$ cat src/shr_pkg.sv
`default_nettype none
// ----------------------------------------------------------------------------
// shr_pkg: shared types and constants of the stereo Hermite resampler
// Payload structs, fixed-point widths and register addresses.
// ----------------------------------------------------------------------------
package shr_pkg;

	localparam int SampleBits = 16;
	localparam int FracBits   = 16;
	localparam int MaxOutputs = 64;
	localparam int GuardBits  = 8;
	localparam int PhaseBits  = FracBits + 9;
	localparam int RateBits   = 18;
	localparam int AccBits    = 40;
	localparam int CntBits    = $clog2(MaxOutputs + 1);

	// Division by 100 as a multiply by ceil(2^32 / 100) and a 32-bit shift. This is
	// exact for every magnitude below 2^27, which covers a 16-bit sample times a
	// 10-bit gain.
	localparam int RecipShift = 32;
	localparam logic [25:0] RecipHundred = 26'd42949673;

	localparam logic [PhaseBits-1:0] OneQ    = PhaseBits'(1) << FracBits;
	localparam logic [PhaseBits-1:0] StepMin = OneQ >> 6;
	localparam logic [PhaseBits-1:0] StepMax = PhaseBits'(255) << FracBits;

	localparam logic [3:0] AddrVolume = 4'h0;
	localparam logic [3:0] AddrEnable = 4'h4;
	localparam logic [3:0] AddrInRate = 4'h8;
	localparam logic [3:0] AddrOutRate = 4'hC;

	localparam logic OpSample = 1'b0;
	localparam logic OpClear  = 1'b1;

	typedef struct packed {
		logic                         op;
		logic signed [SampleBits-1:0] left_in;
		logic signed [SampleBits-1:0] right_in;
	} in_item_t;

	typedef struct packed {
		logic signed [SampleBits-1:0] left_out;
		logic signed [SampleBits-1:0] right_out;
		logic                         last;
	} out_item_t;

	typedef struct packed {
		logic                         start;
		logic [FracBits:0]            mu;
	} lane_ctl_t;

	function automatic logic signed [SampleBits-1:0] sat_sample(
		input logic signed [AccBits-1:0] v);
		logic signed [AccBits-1:0] hi;
		logic signed [AccBits-1:0] lo;
		begin
			hi = AccBits'((64'sd1 <<< (SampleBits - 1)) - 1);
			lo = -hi - 1;
			if (v > hi) begin
				sat_sample = hi[SampleBits-1:0];
			end else if (v < lo) begin
				sat_sample = lo[SampleBits-1:0];
			end else begin
				sat_sample = v[SampleBits-1:0];
			end
		end
	endfunction

endpackage
`default_nettype wire

$ cat src/shr_lane.sv
`default_nettype none
// ----------------------------------------------------------------------------
// shr_lane: Hermite evaluator of one channel
// Horner evaluation over three multiply steps, each a multiply and then an accumulate.
// ----------------------------------------------------------------------------
module shr_lane (
	input  wire logic                                  clk,
	input  wire logic                                  arst_n,
	input  wire shr_pkg::lane_ctl_t                    ctl,
	input  wire logic signed [shr_pkg::SampleBits-1:0] ha,
	input  wire logic signed [shr_pkg::SampleBits-1:0] hb,
	input  wire logic signed [shr_pkg::SampleBits-1:0] hc,
	input  wire logic signed [shr_pkg::SampleBits-1:0] hd,
	output logic                                       done,
	output logic signed [shr_pkg::SampleBits-1:0]      result
);

	localparam int AB = shr_pkg::AccBits;
	localparam int PB = AB + shr_pkg::FracBits + 2;

	logic signed [AB-1:0] acc_q, k1_q, b2_q, add_q;
	logic signed [PB-1:0] prod_q;
	logic [shr_pkg::FracBits:0] mu_q;
	logic [2:0] step_q;
	logic       mul_q;
	logic signed [AB-1:0] m0, m1, k2, k3;
	logic signed [AB-1:0] fl, nxt, half;

	function automatic logic signed [AB-1:0] k1_shift(input logic signed [AB-1:0] v);
		k1_shift = v <<< shr_pkg::GuardBits;
	endfunction

	always_comb begin
		m0 = AB'(hc) - AB'(ha);
		m1 = AB'(hd) - AB'(hb);
		k2 = 6 * (AB'(hc) - AB'(hb)) - 2 * m0 - m1;
		k3 = 4 * (AB'(hb) - AB'(hc)) + m0 + m1;
		fl = AB'(prod_q >>> shr_pkg::FracBits);
		nxt = fl + add_q;
	end

	always_ff @(posedge clk or negedge arst_n) begin
		if (!arst_n) begin
			step_q <= '0;
			mul_q  <= 1'b0;
			done   <= 1'b0;
		end else begin
			done <= 1'b0;
			if (ctl.start) begin
				step_q <= 3'd1;
				mul_q  <= 1'b1;
			end else if (mul_q) begin
				mul_q <= 1'b0;
			end else if (step_q != 3'd0) begin
				if (step_q == 3'd3) begin
					step_q <= 3'd0;
					done   <= 1'b1;
				end else begin
					step_q <= step_q + 3'd1;
					mul_q  <= 1'b1;
				end
			end
		end
	end

	always_ff @(posedge clk) begin
		if (ctl.start) begin
			mu_q  <= ctl.mu;
			acc_q <= k3 <<< shr_pkg::GuardBits;
			add_q <= k2 <<< shr_pkg::GuardBits;
			k1_q  <= k1_shift(m0);
			b2_q  <= (AB'(hb) <<< (shr_pkg::GuardBits + 1));
		end else if (mul_q) begin
			prod_q <= PB'(acc_q) * $signed({1'b0, mu_q});
		end else if (step_q != 3'd0) begin
			acc_q <= nxt;
			add_q <= (step_q == 3'd1) ? k1_q : b2_q;
		end
	end

	always_comb begin
		half = (acc_q < 0) ? -((-acc_q) >>> (shr_pkg::GuardBits + 1))
			: (acc_q >>> (shr_pkg::GuardBits + 1));
		result = shr_pkg::sat_sample(half);
	end

endmodule
`default_nettype wire

$ cat config.mk
export PLATFORM = sky130hd
export DESIGN_NAME = shr_lane
export DESIGN_NICKNAME = d
export VERILOG_FILES = /design/src/shr_pkg.sv /design/src/shr_lane.sv
export SDC_FILE = /design/constraint.sdc
export NUM_CORES = 2
export LEC_CHECK = 0
export BUFFER_PORTS_ARGS = -buffer_cell sky130_fd_sc_hd__buf_2
export CORE_MARGIN = 2
export CORE_UTILIZATION = 42
export CTS_CLUSTER_SIZE = 14
export DETAILED_ROUTE_END_ITERATION = 8
export GPL_TIMING_DRIVEN = 1
export PLACE_DENSITY_LB_ADDON = 0.25
export SLEW_MARGIN = 10
export SYNTH_ARGS = -nofsm -noshare
export SYNTH_HDL_FRONTEND = slang
export SYNTH_SLANG_ARGS = --single-unit
$ cat constraint.sdc
create_clock -name clk -period 7.4 [get_ports clk]
set_input_delay 1.11 -clock clk [delete_from_list [all_inputs] [get_ports clk]]
set_output_delay 1.11 -clock clk [all_outputs]
set_load 0.03 [all_outputs]
Yosys cells after proc, flatten, opt, wreduce, memory -nomap -nowiden:

Index checks and enable logic that the tools add are counted.

* output and inout bits: 17
* logic and storage cells: 60
* bits of input ports: 84
* bits in registers: 191

* bitwise operators: 2
* muxes and demuxes: 22
* multiply operators: 2
* equality and inequality tests: 3
* add/subtract/negate cells: 12
* reductions and logical operators: 5
* $lt $le $gt $ge: 3

Operators with widths (number)
* $mux W40: 8
* $sub A16 B16 Y17: 4
* $mul A40 B18 Y56: 1
* $add A40 B40 Y40: 1
* $gt A40 B16 Y1 const B: 1
* $lt A40 B1 Y1 const B: 1
* $lt A40 B16 Y1 const B: 1
* $neg A31 Y40: 1
* $neg A40 Y40: 1
* $mux W16: 2
* $sub A22 B17 Y23: 1
* $sub A21 B18 Y22: 1
* $add A20 B17 Y21: 1
* $add A19 B17 Y20: 1
* $mul A3 B17 Y20 const A: 1
* $mux W3: 4
* $mux W1: 8
* $reduce_and A2 Y1: 3
* $add A3 B1 Y3 const B: 1
* $eq A3 B1 Y1 const B: 1
* $eq A3 B2 Y1 const B: 1
* $reduce_bool A3 Y1: 1
* $ne A2 B2 Y1 const B: 1
* $not A1 Y1: 2
* $reduce_bool A2 Y1: 1

Depth between registers and ports, before layout:

* depth after elaboration: 6
* mapped depth: 31
* gate-level depth less buffers: 31

Worst setup path before layout:

No wires, ideal clock.

* path type: register -> register
* start: register acc_q[39]
* end: register prod_q[54] (data pin)
* required time: 7.142 ns
* setup slack: 0.440 ns
* buffers on the path: 5
* period minus slack after synthesis: 6.960 ns
* stages on the path, launching flop included: 28
* arrival time: 6.702 ns
* cells stage by stage: edfxtp_1 clkbuf_1 clkbuf_1 clkbuf_1 clkbuf_1 clkbuf_1 nand2_1 inv_1 fa_1 fa_1 inv_1 fa_1 inv_1 fa_1 inv_1 fa_1 inv_1 ha_1 nand2_1 nor2_1 nand4_1 nor4_1 o21ai_0 nand2_1 o21ai_0 o31ai_1 a21oi_1 xnor2_1

* cells in the longest elaborated chain, start to end: 1

RTL lines
* start: declaration: line shr_lane.sv:21 `logic signed [AB-1:0] acc_q, k1_q, b2_q, add_q;`
* start signal: assignment: line shr_lane.sv:69 `acc_q <= k3 <<< shr_pkg::GuardBits;`
* start signal: assignment: line shr_lane.sv:76 `acc_q <= nxt;`
* $mul A40 B18 Y56: line shr_lane.sv:74 `prod_q <= PB'(acc_q) * $signed({1'b0, mu_q});`
* end signal: assignment: line shr_lane.sv:74
* end: declaration: line shr_lane.sv:22 `logic signed [PB-1:0] prod_q;`

No other way between the ends.
A chain may end at the register's enable or synchronous reset.

Worst setup path in the final report:

* start: register mu_q[7] in the netlist's numbering
* end: register prod_q[43] (data pin)

* cells in the longest elaborated chain, start to end: 1

RTL lines
* start: declaration: line shr_lane.sv:23 `logic [shr_pkg::FracBits:0] mu_q;`
* start signal: assignment: line shr_lane.sv:68 `mu_q <= ctl.mu;`
* $mul A40 B18 Y56: line shr_lane.sv:74

No other way between the ends.

==> parameters.txt <==
Parameter                              Value

Yosys
  Net count after synthesis    5,158
  Synth Area in Compound Gates    9.34%
  Post-synth top area share    36.4%
  Register area share after synthesis    12.6%
  Main synth FF type    sky130_fd_sc_hd__edfxtp_1
  Post-synthesis share of cell area spent on and, or, nand and nor gates    15.7%
  Avg Synthesized Cell Area    8.97 um^2
  Count of flip-flops with a built-in enable after synthesis    145
  Flops & latches, synth    158
  Area contributors post-synth    sky130_fd_sc_hd__fa_1 (36%), sky130_fd_sc_hd__edfxtp_1 (12%), sky130_fd_sc_hd__ha_1 (9.8%)
  Gate count after technology mapping    4,113
  Cell Area, Synth    0.0369 mm^2
  Number of different library cells in the post-synthesis netlist    82
  Multiplexer area fraction after synthesis    0.767%
  Number of warnings reported in the yosys synthesis log    0
  Largest family of logic cells by synthesized area    adder cells
  Area leader, netlist    sky130_fd_sc_hd__fa_1
  Post-synthesis share of cell area spent on xor and xnor gates    4.65%
  Synthesized-area fraction occupied by adder cells    46.3%
  Async set-or-reset flop fraction in the synthesized netlist    3.16%

Route
  Vias after detailed routing    28.1k
  Remaining DRCs    0
  Wire length per cell after detailed routing    17.8 um
  Vias per cell    5.18
  Antenna viol nets, final    0
  Routed WL    96.6 mm
  Drt pass-1 iters    6
  Number of DRC markers in iteration 0    1,544

Clock tree
  Number of buffers created by CTS    17
  Post-CTS Hold Buffers    0
  Sink Count    158
  Cell at the root of the clock tree    sky130_fd_sc_hd__clkbuf_16
  Maximum level of the CTS H-tree    4
  Clock Pin Slew Worst Setup and Hold Paths    0.09 ns
  Clock Path Buffers    2
  CTS tree    done
  Clock network latency to the later pin of the worst-skew pair    0.50 ns

Critical path
  Type of element capturing the critical path    register
  Required time of the worst setup path    7.64 ns
  Critical path type    register to register
  Reg-to-reg critical path startpoint    mu_q[7]
  Critical register-to-register path endpoint    prod_q[43]
  Internal reg-to-reg setup slack    0.26 ns
  Data arrival time of the worst path    7.38 ns
  Biggest fanout along the worst timing path    23
  CP startpoint kind    register
  Number of cell instances on the worst register-to-register path    23

GRT
  Number of global-route vias before repair    29.5k
  Tot GR Track Use    22.3%
  Overflow left after global routing    0
  Pin count of the biggest net entering global routing    57
  Antenna violations before repair    0
  Global-route wire length before repair    158 mm

Cells and area
  Area Overhead vs Synth    10.2%
  Reg area    0.00464 mm^2
  Filler cells    8,404
  Ratio of cells with drive above 1 in the final layout    9.42%
  Area of the multi-input gates    0.0283 mm^2
  Top library cells by usage in the layout, fill and taps aside    sky130_fd_sc_hd__inv_1 (857), sky130_fd_sc_hd__fa_1 (671), sky130_fd_sc_hd__nand2_1 (550)
  Final Net Count    5,310
  Most common library cell in the layout ignoring fill and taps    sky130_fd_sc_hd__inv_1

Timing
  Worst hold slack    0.420 ns
  Share of the clock period used by the worst path after layout    96.5%
  Sum of negative setup slack    0 ns
  Final Setup Violations    0
  Final Hold Vio Count    0
  Headroom to the max-slew limit    24.1%
  Highest clock frequency the design can meet    140 MHz
  Final slew viol count    0
  Worst slew pin tran    1.14 ns
  Min Tclk post-route    7.14 ns
  RSZ-0062 raised after global routing    no
  Clock Skews    0.0297 ns

Floorplanning
  Count of standard-cell rows    108
  Core Footprint    0.0869 mm^2
  Number of top-level design ports    101
  Initial standard-cell utilization of the core    42.5%
  Die height    300 um
  Area of the die    0.0902 mm^2
  Overall die width    300 um

Worst hold path
  Tightest Hold Check Type    input port to asynchronous set/reset pin

Run status
  Outcome    finished, final reports clean

Job
  Number of violations of the max-capacitance limit    0

Place
  GPL Wtd Cong    0.875
  Dpl hpwl    80.0 mm
  # port buffers    100
[cell usage after synthesis (42+ instances only)]
cell,count
sky130_fd_sc_hd__nor2_1,138
sky130_fd_sc_hd__nand2_1,550
sky130_fd_sc_hd__o21ai_0,116
sky130_fd_sc_hd__a21oi_1,129
sky130_fd_sc_hd__xor2_1,73
sky130_fd_sc_hd__nor3_1,52
sky130_fd_sc_hd__and2_1,235
sky130_fd_sc_hd__nand3_1,42
sky130_fd_sc_hd__inv_1,858
sky130_fd_sc_hd__ha_1,290
sky130_fd_sc_hd__fa_1,671
sky130_fd_sc_hd__clkbuf_1,157
sky130_fd_sc_hd__xnor2_1,123
sky130_fd_sc_hd__edfxtp_1,145
sky130_fd_sc_hd__a21o_1,52
[layer usage]
layer	wire length [um]	global-route usage (%)	part of all wire, %
met1	44900	31.7	46
met2	44900	36.3	46
met3	4640	2.51	4.8
met4	2180	5.70	2.3
met5	0	0	0
[critical path, cell delays in order (launching register included)]
cell	delay, ns
sky130_fd_sc_hd__edfxtp_1	0.43
sky130_fd_sc_hd__buf_12	0.18
sky130_fd_sc_hd__buf_4	0.23
sky130_fd_sc_hd__and2_1	0.21
sky130_fd_sc_hd__fa_1	0.51
sky130_fd_sc_hd__inv_1	0.05
sky130_fd_sc_hd__fa_1	0.46
sky130_fd_sc_hd__fa_1	0.49
sky130_fd_sc_hd__fa_1	0.55
sky130_fd_sc_hd__inv_1	0.05
sky130_fd_sc_hd__fa_1	0.50
sky130_fd_sc_hd__fa_1	0.42
sky130_fd_sc_hd__ha_1	0.28
sky130_fd_sc_hd__o21a_1	0.16
sky130_fd_sc_hd__nor2_1	0.39
sky130_fd_sc_hd__a211oi_1	0.14
sky130_fd_sc_hd__buf_4	0.20
sky130_fd_sc_hd__o31ai_1	0.32
sky130_fd_sc_hd__a21boi_0	0.25
sky130_fd_sc_hd__o31ai_2	0.36
sky130_fd_sc_hd__buf_4	0.19
sky130_fd_sc_hd__o21ai_0	0.14
sky130_fd_sc_hd__a211oi_1	0.30
sky130_fd_sc_hd__nor2_1	0.06
[state kept, by name, summed over array words and instances (netlist names), 3 cells and up]
name and count:
mu_q 17, step_q 3, prod_q 40, acc_q 40, add_q 23, b2_q 16
k1_q 17
[cell type report]
| type | instances | area share (%) |
|---|---|---|
| Multi-Input combinational cell | 2912 | 69.7 |
| Sequential cell | 158 | 11.4 |
| Inverter | 858 | 7.92 |
| Timing Repair Buffer | 318 | 5.91 |
| Tap cell | 1155 | 3.56 |
| Clock buffer | 18 | 1.06 |
| Clock inverter | 14 | 0.388 |
| Antenna cell | 1 | 0.00616 |
[cell families (layout without fill, tap and decap cells)]
group	after synthesis	count (layout)
fa+ha+maj	961	961
simple gates	1200	1200
other cells	0	1
xor+xnor	196	196
compound gates	527	527
flops	158	158
buf+inv	1043	1208
mux	28	28
[worst max-delay path by stage]
stage,start,endpoint,slack (ns),cells after the start
after global placement,mu_q[7],prod_q[43],0.05,24
after floorplan,acc_q[39],prod_q[54],0.44,27
after detailed placement,mu_q[7],prod_q[43],-0.03,24
after CTS,mu_q[8],prod_q[55],0.13,25
final,mu_q[7],prod_q[43],0.26,23
after global routing,hb[1],add_q[28],0.0009,27
[through the flow]
stage / util (%) / cell area (um^2) / cells / setup slack [ns]
floorplan: - / 36900 / 4113 / 0.440
global placement: 46.0 / 40000 / 5398 / 0.0479
detailed placement: 46.0 / 40000 / 5398 / -0.0251
CTS: 46.7 / 40600 / 5430 / 0.126
global route: 46.8 / 40600 / 5433 / 0.000878
finish: 46.8 / 40600 / 5434 / 0.260
[what timing repair did]
action	4_1_cts	5_1_grt
buffers inserted	0	3
pin swaps	0	2
resized for setup	1	9
endpoints found under the setup margin	1	21
Power is not shown: default switching activity piles up to over one toggle a cycle in this logic, so the estimate is an artifact.
