<file path="src/shr_pkg.sv">
`default_nettype none
// ----------------------------------------------------------------------------
// shr_pkg: shared types and constants of the stereo Hermite resampler
// Payload structs, fixed-point widths and register addresses.
// ----------------------------------------------------------------------------
package shr_pkg;

	localparam int SampleBits = 16;
	localparam int FracBits   = 16;
	localparam int MaxOutputs = 64;
	localparam int GuardBits  = 8;
	localparam int PhaseBits  = FracBits + 9;
	localparam int RateBits   = 18;
	localparam int AccBits    = 40;
	localparam int CntBits    = $clog2(MaxOutputs + 1);

	// Division by 100 as a multiply by ceil(2^32 / 100) and a 32-bit shift. This is
	// exact for every magnitude below 2^27, which covers a 16-bit sample times a
	// 10-bit gain.
	localparam int RecipShift = 32;
	localparam logic [25:0] RecipHundred = 26'd42949673;

	localparam logic [PhaseBits-1:0] OneQ    = PhaseBits'(1) << FracBits;
	localparam logic [PhaseBits-1:0] StepMin = OneQ >> 6;
	localparam logic [PhaseBits-1:0] StepMax = PhaseBits'(255) << FracBits;

	localparam logic [3:0] AddrVolume = 4'h0;
	localparam logic [3:0] AddrEnable = 4'h4;
	localparam logic [3:0] AddrInRate = 4'h8;
	localparam logic [3:0] AddrOutRate = 4'hC;

	localparam logic OpSample = 1'b0;
	localparam logic OpClear  = 1'b1;

	typedef struct packed {
		logic                         op;
		logic signed [SampleBits-1:0] left_in;
		logic signed [SampleBits-1:0] right_in;
	} in_item_t;

	typedef struct packed {
		logic signed [SampleBits-1:0] left_out;
		logic signed [SampleBits-1:0] right_out;
		logic                         last;
	} out_item_t;

	typedef struct packed {
		logic                         start;
		logic [FracBits:0]            mu;
	} lane_ctl_t;

	function automatic logic signed [SampleBits-1:0] sat_sample(
		input logic signed [AccBits-1:0] v);
		logic signed [AccBits-1:0] hi;
		logic signed [AccBits-1:0] lo;
		begin
			hi = AccBits'((64'sd1 <<< (SampleBits - 1)) - 1);
			lo = -hi - 1;
			if (v > hi) begin
				sat_sample = hi[SampleBits-1:0];
			end else if (v < lo) begin
				sat_sample = lo[SampleBits-1:0];
			end else begin
				sat_sample = v[SampleBits-1:0];
			end
		end
	endfunction

endpackage
`default_nettype wire

</file>
<file path="src/shr_divider.sv">
`default_nettype none
// ----------------------------------------------------------------------------
// shr_divider: rate step divider
// Restoring division, one quotient bit per cycle, with saturation.
// ----------------------------------------------------------------------------
module shr_divider (
	input  wire logic                                  clk,
	input  wire logic                                  arst_n,
	input  wire logic                                  start,
	input  wire logic [shr_pkg::RateBits-1:0]          num,
	input  wire logic [shr_pkg::RateBits-1:0]          den,
	output logic                                       busy,
	output logic [shr_pkg::PhaseBits-1:0]              step
);

	localparam int QB = shr_pkg::RateBits + shr_pkg::FracBits;
	localparam int CB = $clog2(QB + 1);

	logic [QB-1:0] dvd_q;
	logic [QB-1:0] quo_q;
	logic [shr_pkg::RateBits:0] rem_q;
	logic [shr_pkg::RateBits-1:0] den_q;
	logic [CB-1:0] cnt_q;
	logic [shr_pkg::RateBits:0] trial;

	assign trial = {rem_q[shr_pkg::RateBits-1:0], dvd_q[QB-1]};

	always_ff @(posedge clk or negedge arst_n) begin
		if (!arst_n) begin
			busy  <= 1'b0;
			cnt_q <= '0;
			step  <= shr_pkg::OneQ;
		end else if (start) begin
			busy  <= 1'b1;
			cnt_q <= CB'(QB);
		end else if (busy) begin
			if (cnt_q == CB'(0)) begin
				busy <= 1'b0;
				if (quo_q < QB'(shr_pkg::StepMin)) begin
					step <= shr_pkg::StepMin;
				end else if (quo_q > QB'(shr_pkg::StepMax)) begin
					step <= shr_pkg::StepMax;
				end else begin
					step <= shr_pkg::PhaseBits'(quo_q);
				end
			end else begin
				cnt_q <= cnt_q - CB'(1);
			end
		end
	end

	always_ff @(posedge clk) begin
		if (start) begin
			dvd_q <= {num, shr_pkg::FracBits'(0)};
			den_q <= den;
			rem_q <= '0;
			quo_q <= '0;
		end else if (busy && cnt_q != CB'(0)) begin
			dvd_q <= dvd_q << 1;
			if (trial >= {1'b0, den_q}) begin
				rem_q <= trial - {1'b0, den_q};
				quo_q <= {quo_q[QB-2:0], 1'b1};
			end else begin
				rem_q <= trial;
				quo_q <= {quo_q[QB-2:0], 1'b0};
			end
		end
	end

endmodule
`default_nettype wire

</file>
<file path="config.mk">
export PLATFORM = sky130hd
export DESIGN_NAME = shr_divider
export DESIGN_NICKNAME = d
export VERILOG_FILES = /design/src/shr_pkg.sv /design/src/shr_divider.sv
export SDC_FILE = /design/constraint.sdc
export NUM_CORES = 1
export LEC_CHECK = 0
export BUFFER_PORTS_ARGS = -buffer_cell sky130_fd_sc_hd__buf_4
export CORE_MARGIN = 2
export CORE_UTILIZATION = 50
export DETAILED_ROUTE_END_ITERATION = 8
export HOLD_SLACK_MARGIN = 0.15
export PLACE_DENSITY = 0.69
export SLEW_MARGIN = 20
export SYNTH_ARGS = -nofsm -noshare
export SYNTH_HDL_FRONTEND = slang
export SYNTH_SLANG_ARGS = --single-unit
</file>
<file path="constraint.sdc">
create_clock -name clk -period 2.9 [get_ports clk]
set_clock_uncertainty 0.2 [all_clocks]
set_input_delay 0 -clock clk [delete_from_list [all_inputs] [get_ports clk]]
set_output_delay 0 -clock clk [all_outputs]
set_load 0.02 [all_outputs]
</file>
* Word-level counts from Yosys, hierarchy flattened *
Cells that the tools add are included.

storage, ports and cells
  register bits = 120
  word-level logic and storage cells = 33
  output and inout port bits = 26

cells by class
  multiplexer cells = 12
  eq/ne operators = 1
  add/sub/neg operators = 2
  $lt $le $gt $ge = 3
  reductions and logical operators = 7
  bitwise gates (word level) = 1

operators by type and width
  kind                  count
  $mux 34               2
  $mux 25               2
  $gt 34x24->1 const B  1
  $lt 34x11->1 const B  1
  $ge 19x18->1          1
  $mux 18               1
  $mux 6                3
  $sub 18x18->18        1
  $logic_not 6->1       1
  $reduce_bool 6->1     1
  $sub 6x1->6 const B   1
  $mux 1                4
  $reduce_bool 2->1     2
  $reduce_and 3->1      1
  $ne 2x2->1 const B    1
  $reduce_and 2->1      1
  $logic_and 1x1->1     1
  $not 1->1             1

* Depth between registers and ports, before layout *
Gate-level depths: netlist of run 1.

  word-level depth = 4
  gate-level depth with buffers = 10

* Worst setup path after synthesis of run 1 *
Ideal clock, no wire load.

  path kind = register to register
  from = register cnt_q[0]
  to = register dvd_q[16], enable pin
  period minus slack after synthesis = 2.600 ns
  buffers on the path = 1
  setup slack = 0.300 ns
  library setup time = 0.384 ns
  arrival = 2.017 ns
  stages on the path, launching flop included = 7
  path through = dfrtp_1 -> inv_1 -> ha_1 -> or3b_2 -> o21ai_1 -> buf_2 -> nand2_1

between the ends
  longest elaborated chain between the ends = 3

RTL lines
  item                                RTL line           text
  start: declaration                  shr_divider.sv:23  logic [CB-1:0] cnt_q;
  start signal: assignment            shr_divider.sv:35  cnt_q <= CB'(QB);
  start signal: assignment            shr_divider.sv:47  cnt_q <= cnt_q - CB'(1);
  $reduce_bool 6->1                   shr_divider.sv:58  end else if (busy && cnt_q != CB'(0)) begin
  $logic_and 1x1->1                   shr_divider.sv:58
  $reduce_bool 2->1 (no source line)  -
  end signal: assignment              shr_divider.sv:54  dvd_q <= {num, shr_pkg::FracBits'(0)};
  end signal: assignment              shr_divider.sv:59  dvd_q <= dvd_q << 1;
  end: declaration                    shr_divider.sv:19  logic [QB-1:0] dvd_q;

Every way passes these cells.
A chain may end at the register's enable or synchronous reset.

* Worst setup path after layout of run 1 *
  from = register dvd_q[33]
  to = register rem_q[10] (netlist name)

between the ends
  longest elaborated chain between the ends = 2
  elaborated cells on any way between the ends = 3
  classes of those cells = add/sub: 1; order compare: 1; mux: 1

RTL lines
  item                                            RTL line                              text
  $sub 18x18->18 or $ge 19x18->1 (tied branches)  shr_divider.sv:61, shr_divider.sv:60
  $mux 18 *                                       shr_divider.sv:60                     if (trial >= {1'b0, den_q}) begin
  end signal: assignment                          shr_divider.sv:61                     rem_q <= trial - {1'b0, den_q};
  end signal: assignment                          shr_divider.sv:64                     rem_q <= trial;
  end: declaration                                shr_divider.sv:21                     logic [shr_pkg::RateBits:0] rem_q;

Every way passes the cells marked *; elsewhere a longest branch is shown, timed or not.

==> results.toml, run 1 <==
[worst_setup_path]
rr_worst_depth = 10
critical_path_class = "reg2reg"
reg2reg_to = "rem_q[10]"
reg2reg_slack_ps = 180
end_kind = "flop"
path_max_fanout = 5
timing.rr.start = "dvd_q[33]"
cp.arrival_ps = 2820
worstPathRequired_ps = 3000
worst_setup_path_start_kind = "flop"

[synth]
synth_compound_area_share_pct = 19.2
syn_area_sq_um = 5790
ys_types = 67
synth.avg_cell_area_sq_um = 9.91
synth_fa_ha_area_share_pct = 4.67
synth_mux_area_share_pct = 3.48
synthFlopType = "dfxtp_1"
post_synth_xor_area_fraction_pct = 2.27
synthArstFlopShare_pct = 26.7
ys_warn_count = 0
synth-seq-cells = 120
yosys.area_share.simple_pct = 15.3
synth_edf_count = 36
syn_inst = 584
synth_top_family_by_area = "compound AO/OA/AOI/OAI gates"
ys_seq_area_share_pct = 50.5
synth_fp_nets = 644

[route]
wl_per_cell_um = 14.9
vias = 4874
drtPass1Iterations = 5
drc = 0
wl_mm = 13.1
drtIter0Drc = 353
ant_nets = 0
viasPerCell = 5.53

[sta]
slew_headroom_pct = 56.5
slew_viol_final = 0
hold_viol = 0
worst_pin_slew_ps = 653
setup_viol = 0
finalCritPeriodShare_pct = 93.7
period_minus_slack_ps = 2720
fin_tns_setup_ps = 0
holdWs_ps = 268
max_freq_mhz = 368
rsz0062_at_grt = "no"

[finish]
fin_nets = 786
drive_above_1_share_pct = 20.3
final_cell_mix = "nand2_1, buf_4, dlygate4sd3_1"
diodes = 0
area_growth_pct = 35.7
mostFrequentLayoutCell = "nand2_1"

[hold_path]
hp-start = "quo_q[33]"
holdPathEnd = "quo_q[33]"
hold_path_class = "reg2reg"
hold_depth = 2

[global_routing]
antenna_found_initial = 0
grt_pass1_vias = 4584
grt_pass1_wl_mm = 21.7
grt_overflow = 0
grt_usage_pct = 21.9
grt_max_degree = 54

[die]
die-area_sq_um = 12500
start_util_pct = 50.9
core_area_sq_um = 11400
die_y_um = 112
pin_count = 65
fp-row-count = 39
die_w_um = 112

[power_and_ir_drop]
irDropWorstVdd_v = 0.000595
p_leak_nw = 3.25
power.density_nw_per_um2 = 854

[clocking]
cts_root_buffer = "clkbuf_16"
cts_tree = "yes"
cts_sinks = 120
cts-htree-levels = 4
cts_buffer_depth = 2
postCtsSetupRepairBufs = 0
cts_inserted_buffers = 17
clk_latency_ps = 420
clk_pin_slew_worst_paths_ps = 60

[flow_run]
maxCapViolations = 0

[placed_design]
port_buffers = 64
hpwl_mm = 8.39
gp_congestion = 0.884

[status]
status = "finished clean"
-- final cells by class --
cell class                      instances  area (sq um)
Fill cell                             861          3510
Inverter                               28           105
Clock buffer                           21           514
Multi-Input combinational cell        403          2620
Timing Repair Buffer                  156          1380
Clock inverter                         11           128
Tap cell                              143           179
Sequential cell                       120          2920
-- cells in the mapped netlist (9+ instances only) --
master | instances | share of area, %
a21oi_1 | 55 | 4.8
a22o_1 | 15 | 2.3
a311oi_1 | 9 | 1.4
buf_2 | 10 | 0.86
clkbuf_1 | 18 | 1.2
dfrtp_1 | 31 | 13
dfxtp_1 | 52 | 18
edfxtp_1 | 36 | 19
ha_1 | 20 | 4.3
inv_1 | 28 | 1.8
mux2_2 | 17 | 3.3
nand2_1 | 88 | 5.7
nand3_1 | 16 | 1.4
nor2_1 | 24 | 1.6
o21ai_0 | 21 | 1.8
xnor2_1 | 11 | 1.7
-- how the worst max path moves through the flow --
stage | slack [ps] | start | cells after the start | to
2_1_floorplan | 300 | cnt_q[0] | 6 | dvd_q[16]
3_3_place_gp | 280 | dvd_q[33] | 10 | rem_q[10]
3_5_place_dp | 150 | dvd_q[33] | 10 | rem_q[10]
4_1_cts | 110 | dvd_q[33] | 10 | rem_q[10]
5_1_grt | 60 | dvd_q[33] | 10 | rem_q[10]
6_report | 180 | dvd_q[33] | 10 | rem_q[10]
-- stage by stage --
step,power [mW],utilization [%],worst slack (ps),instance area [sq um],instances
CTS,6.69,68.9,113,7840,882
finish,6.71,69.1,183,7860,882
detailed placement,4.33,56.5,148,6430,774
global placement,4.27,56.5,282,6430,774
floorplan,3.75,-,300,5790,584
global route,7.08,69.1,57.7,7860,882
-- what timing repair did --
item,4_1_cts,5_1_grt
gates resized for setup,0,5
endpoints found under the hold margin,103,0
hold buffers,76,0
endpoints found under the setup margin,0,2
-- sequential cells by signal, summed over array words and instances (netlist names) --
signal	cells
busy	1
cnt_q	6
den_q	18
dvd_q	18
quo_q	34
rem_q	18
step	25
-- power by group --
part           switching (mW)  leakage, nW  internal (mW)
Combinational            1.22         1.72           1.02
Sequential              0.203         1.21           2.04
Clock                   0.777        0.320           1.45
-- kinds of logic (layout without fill, tap and decap cells) --
group | Yosys count | in the layout
xor+xnor | 15 | 15
fa+ha+maj | 21 | 21
compound gates | 166 | 166
buf+inv | 61 | 216
simple gates | 183 | 183
mux | 18 | 18
flops | 120 | 120
-- routing by layer --
| metal | global-route usage, % | up-vias | wire [um] |
|---|---|---|---|
| li1 | - | 2429 | - |
| met1 | 29.0 | 2284 | 6130 |
| met2 | 34.1 | 140 | 6060 |
| met3 | 6.86 | 21 | 762 |
| met4 | 7.74 | 0 | 183 |
| met5 | 0 | - | 0 |
-- critical path: stages, from the launching register on --
cell,delay (ps)
edfxtp_1,390
inv_1,80
ha_1,160
inv_1,60
fa_2,370
a211oi_2,260
o211ai_1,280
nand4_1,180
or3b_2,440
o21ai_0,90
a21oi_1,90
Note: power is estimated with default switching activity, not from simulation.
==> run 2: changes to the inputs <==
--- a/config.mk
+++ b/config.mk
@@ -11,6 +11,7 @@
 export DETAILED_ROUTE_END_ITERATION = 8
 export HOLD_SLACK_MARGIN = 0.15
 export PLACE_DENSITY = 0.69
+export SETUP_SLACK_MARGIN = 0.5
 export SLEW_MARGIN = 20
 export SYNTH_ARGS = -nofsm -noshare
 export SYNTH_HDL_FRONTEND = slang
==> run 2 against run 1 <==
Against the previous run: register-to-register slack improved by 96 ps; cell count increased by 2.4%; design area increased by 6.7%; die area unchanged; non-clock buffer count increased by 19; sequential power increased by 2%; first-iteration DRC count increased by 24%; critical path type unchanged; largest power group is now combinational cells; highest routed layer unchanged.
==> results.toml, run 2 (synthesis results as in run 1) <==
[clocking]
clk_latency_ps = 420
cts_inserted_buffers = 17
cts_sinks = 120
cts_tree = "yes"
cts_buffer_depth = 2
cts_root_buffer = "clkbuf_16"
clk_pin_slew_worst_paths_ps = 50
cts-htree-levels = 4

[power_and_ir_drop]
sw_frac_of_total_pct = 34.4
clkPwrFrac_pct = 28.1
irDropWorstVdd_v = 0.000613
power.density_nw_per_um2 = 850
p_int_mw = 4.67
power.total_mw = 7.12
p_switching_mw = 2.45
p_leak_nw = 3.37
p_comb_share_pct = 39.7
seqPwrFrac_pct = 32.2

[finish]
largest_reg_flops = 34
fin_nets = 807
mostFrequentLayoutCell = "buf_4"
fin_area_sq_um = 8380
final_cell_mix = "buf_4, nand2_1, dlygate4sd3_1"
reg_top3 = "quo_q x34, step x25"
drive_above_1_share_pct = 28.8
final.fill_count = 769
largest-register = "quo_q"
diodes = 0
area_growth_pct = 44.8

[global_routing]
grt_overflow = 0
grt_usage_pct = 23.9
grt_max_degree = 87
grt_pass1_wl_mm = 23.9
grt_pass1_vias = 4907
antenna_found_initial = 0

[worst_setup_path]
crit_chain = "inv_2, ha_4, inv_2, fa_2, a211oi_2, o211ai_1, buf_4, a211oi_2, a211o_1, o211ai_1, a21oi_1"
crit_family = "compound AO/OA/AOI/OAI gates"
worstPathRequired_ps = 3040
slowest_delay_ps = 410
end_kind = "flop"
crit_buf_inv = 3
critPathSlowestCell = "edfxtp_1"
path_max_fanout = 5
worst_setup_path_start_kind = "flop"
critical_path_class = "reg2reg"
cp.arrival_ps = 2760

[route]
drtPass1Iterations = 5
vias = 5250
viasPerCell = 5.81
drc = 0
wl_per_cell_um = 17.1
ant_nets = 0
drtIter0Drc = 439
wl_mm = 15.4

[die]
start_util_pct = 50.9
pin_count = 65
core_area_sq_um = 11400
die_y_um = 112
die-area_sq_um = 12500
fp-row-count = 39
die_w_um = 112

[sta]
period_minus_slack_ps = 2620
setup_viol = 0
worst_pin_slew_ps = 604
max_freq_mhz = 382
rsz0062_at_grt = "yes"
finalCritPeriodShare_pct = 90.4
slew_viol_final = 0
slew_headroom_pct = 59.4
fin_tns_setup_ps = 0
hold_viol = 0

[placed_design]
post_dp_cell_area_sq_um = 6420
gp_congestion = 0.913
hpwl_mm = 8.42
port_buffers = 64

[hold_path]
hold_path_class = "in2reg"

[status]
status = "finished clean"

[flow_run]
maxCapViolations = 0
==> run 2: worst paths after layout <==
path                            from         to  slack, ps  cells past startpoint
setup / recovery           dvd_q[33]  rem_q[16]        280                     11
hold / removal               num[15]  dvd_q[31]        260                      3
setup reg to reg           dvd_q[33]  rem_q[16]        280                     11
hold reg to reg            quo_q[25]  quo_q[26]        260                      2
max in group asynchronous     arst_n    step[5]       1920                      4
min in group asynchronous     arst_n   cnt_q[5]        410                      4
==> run 2: worst register-to-register path, cell delays in order, from the launching register on <==
cell	delay, ps
edfxtp_1	410
inv_2	90
ha_4	130
inv_2	40
fa_2	370
a211oi_2	210
o211ai_1	260
buf_4	250
a211oi_2	210
a211o_1	130
o211ai_1	110
a21oi_1	150
==> run 2: through the flow <==
| step | hold slack, ps | setup slack, ps | instances | utilization, % |
|---|---|---|---|---|
| after floorplan | -496 | 522 | 584 | - |
| after global placement | -249 | 310 | 770 | 56.5 |
| after detailed placement | -241 | 304 | 770 | 56.5 |
| after CTS | 255 | 371 | 883 | 70.3 |
| after global routing | 251 | 197 | 903 | 73.7 |
| final | 257 | 279 | 903 | 73.7 |
==> run 2: cell type report <==
cell class	count	area (sq um)	area share (%)
inverter	28	105	1.25
multi-input combinational	405	3050	36.4
tap	143	179	2.13
clock buffer	26	542	6.46
sequential	120	2930	34.9
clock inverter	6	33.8	0.403
timing repair buffer	175	1550	18.4
==> run 2: power by group through the flow <==
stage	clock (mW)	sequential, mW	combinational (mW)
6_report	2.01	2.29	2.83
5_1_grt	2.12	2.32	3.05
4_1_cts	2.02	2.26	2.37
3_5_place_dp	0	2.27	2.07
3_3_place_gp	0	2.26	2.03
2_1_floorplan	0	2.27	1.50
==> run 2: metal layers <==
metal	vias to the layer above	GRT usage, %	part of all wire, %
met2	179	39.5	50
met1	2566	30.0	42
met5	-	0	0
li1	2472	-	-
met3	33	7.02	5.8
met4	0	8.31	1.8
==> run 2: what timing repair did <==
action	CTS	global route
hold buffers	74	0
endpoints found under the setup margin	86	69
hold endpoints to repair	153	0
pin swaps	14	28
cloned	2	1
gates resized for setup	41	48
setup buffers	5	19
==> run 3: changes to the inputs <==
--- a/config.mk
+++ b/config.mk
@@ -6,11 +6,13 @@
 export NUM_CORES = 1
 export LEC_CHECK = 0
 export BUFFER_PORTS_ARGS = -buffer_cell sky130_fd_sc_hd__buf_4
+export CELL_PAD_IN_SITES_DETAIL_PLACEMENT = 2
+export CELL_PAD_IN_SITES_GLOBAL_PLACEMENT = 2
 export CORE_MARGIN = 2
-export CORE_UTILIZATION = 50
+export CORE_UTILIZATION = 37
 export DETAILED_ROUTE_END_ITERATION = 8
 export HOLD_SLACK_MARGIN = 0.15
-export PLACE_DENSITY = 0.69
+export PLACE_DENSITY = 0.78
 export SETUP_SLACK_MARGIN = 0.5
 export SLEW_MARGIN = 20
 export SYNTH_ARGS = -nofsm -noshare
==> run 3 against run 2 <==
Against the previous run: the flow now finishes with violations (negative setup slack); flip-flop and latch count unchanged; sequential share of layout area decreased by 0.68 points; power increased by 11%; critical path type unchanged; critical endpoint is now rem_q[12]; largest cell class unchanged; highest routed layer unchanged.
==> results.toml, run 3 (synthesis results as in run 1) <==
[global_routing]
grt_usage_pct = 24.6
grt_pass1_vias = 5737
grt_pass1_wl_mm = 31.4
grt_overflow = 0
grt_max_degree = 52
antenna_found_initial = 0

[sta]
max_freq_mhz = 336
finalCritPeriodShare_pct = 103
setup_viol = 2
slew_headroom_pct = 52.2
period_minus_slack_ps = 2980
slew_viol_final = 0
hold_viol = 0
worst_pin_slew_ps = 710
rsz0062_at_grt = "yes"
fin_tns_setup_ps = -93.9
holdWs_ps = 207
timing.final.ws_setup_ps = -80.5

[flow_run]
maxCapViolations = 0

[placed_design]
gp_congestion = 0.845
hpwl_mm = 11.3
port_buffers = 64

[die]
start_util_pct = 37.9
pin_count = 65
fp-row-count = 45
core_area_sq_um = 15300
die_w_um = 129
die-area_sq_um = 16700
die_y_um = 129

[worst_setup_path]
worst_setup_path_start_kind = "flop"
rr_worst_depth = 11
crit_family = "compound AO/OA/AOI/OAI gates"
end_kind = "flop"
worstPathRequired_ps = 3030
critPathSlowestCell = "edfxtp_1"
reg2reg_slack_ps = -80
crit_chain = "inv_2, ha_4, inv_2, fa_2, a211oi_2, o211ai_1, buf_4, a21oi_4, xnor2_1, o21ai_1, a311oi_1"
timing.rr.start = "dvd_q[33]"
critical_path_class = "reg2reg"
crit_buf_inv = 3
cp_common_cell = "inv_2"
cp.arrival_ps = 3110
reg2reg_to = "rem_q[12]"
path_max_fanout = 4
slowest_delay_ps = 420

[finish]
ff_latch_area_sq_um = 2930
fin_nets = 798
largest_reg_flops = 34
final_cell_mix = "buf_4, nand2_1, dlygate4sd3_1"
final.fill_count = 1453
mostFrequentLayoutCell = "buf_4"
multi_input_area_sq_um = 3170
area_growth_pct = 47.9
largest-register = "quo_q"
fin_util_pct = 56.1
drive_above_1_share_pct = 33.3
reg_top3 = "quo_q x34, step x25"

[power_and_ir_drop]
irDropWorstVdd_v = 0.000582
power.total_mw = 7.91
sw_frac_of_total_pct = 38.7
power.density_nw_per_um2 = 924
p_int_mw = 4.85
p_leak_nw = 3.37
p_switching_mw = 3.06
seqPwrFrac_pct = 29.6
p_comb_share_pct = 41.4
clkPwrFrac_pct = 29.0

[status]
status = "finished, violations left"
violations = "negative setup slack"

[hold_path]
hold_depth = 3
hold_path_class = "in2reg"
hp-start = "num[0]"
holdPathEnd = "dvd_q[16]"

[clocking]
cts_buffer_depth = 2
cts_root_buffer = "clkbuf_16"
cts_tree = "yes"
clk_latency_ps = 440
cts_sinks = 120
cts-htree-levels = 4
cts_inserted_buffers = 17
clk_pin_slew_worst_paths_ps = 70

[route]
wl_mm = 26.4
ant_nets = 0
drtPass1Iterations = 5
viasPerCell = 5.79
drtIter0Drc = 423
vias = 5577
wl_per_cell_um = 27.4
drc = 0
run 3: how the worst max path moves through the flow:
stage / start / end / cells past startpoint
final: dvd_q[33] / rem_q[12] / 11
after global routing: dvd_q[33] / rem_q[12] / 11
after CTS: dvd_q[33] / rem_q[10] / 10
after detailed placement: dvd_q[33] / rem_q[10] / 10
after global placement: dvd_q[33] / rem_q[10] / 10
after floorplan: dvd_q[33] / rem_q[10] / 10
run 3: final cells by class:
cell class,instances,area share [%]
Sequential cell,120,34.2
Tap cell,211,3.08
Antenna cell,1,0.0292
Inverter,28,1.23
Multi-Input combinational cell,404,37.0
Clock inverter,10,1.18
Clock buffer,22,6.17
Timing Repair Buffer,167,17.1
run 3: worst register-to-register path, stage by stage (launching register included):
cell	delay, ps
edfxtp_1	420
inv_2	100
ha_4	150
inv_2	50
fa_2	380
a211oi_2	310
o211ai_1	290
buf_4	240
a21oi_4	140
xnor2_1	160
o21ai_1	110
a311oi_1	310
run 3: timing repair:
item | 4_1_cts | 5_1_grt
buffers inserted | 8 | 18
cloned | 1 | 1
setup endpoints to repair | 39 | 87
pin swaps | 8 | 33
gates resized for setup | 43 | 71
endpoints found under the hold margin | 144 | 0
hold buffers | 58 | 0
run 3: power by group through the flow:
stage,sequential [mW],combinational [mW],clock (mW)
detailed placement,2.28,2.22,0
global route,2.37,3.45,2.38
floorplan,2.27,1.50,0
finish,2.34,3.28,2.29
global placement,2.26,2.12,0
CTS,2.27,2.52,2.27
run 3: layer usage:
layer / wire, um / share of wire (%) / up-vias / global-route usage (%)
met1: 10800 / 41 / 2845 / 30.5
met5: 0 / 0 / - / 0
li1: - / - / 2445 / -
met4: 911 / 3.5 / 0 / 6.84
met3: 1120 / 4.2 / 71 / 5.12
met2: 13600 / 51 / 216 / 43.4
run 3: stage by stage:
stage / instances / area (sq um) / setup slack [ps]
after floorplan: 584 / 5800 / 522
after global placement: 844 / 6550 / 321
after detailed placement: 844 / 6550 / 238
after CTS: 943 / 8040 / 335
after global routing: 962 / 8560 / -142
final: 963 / 8560 / -80.5
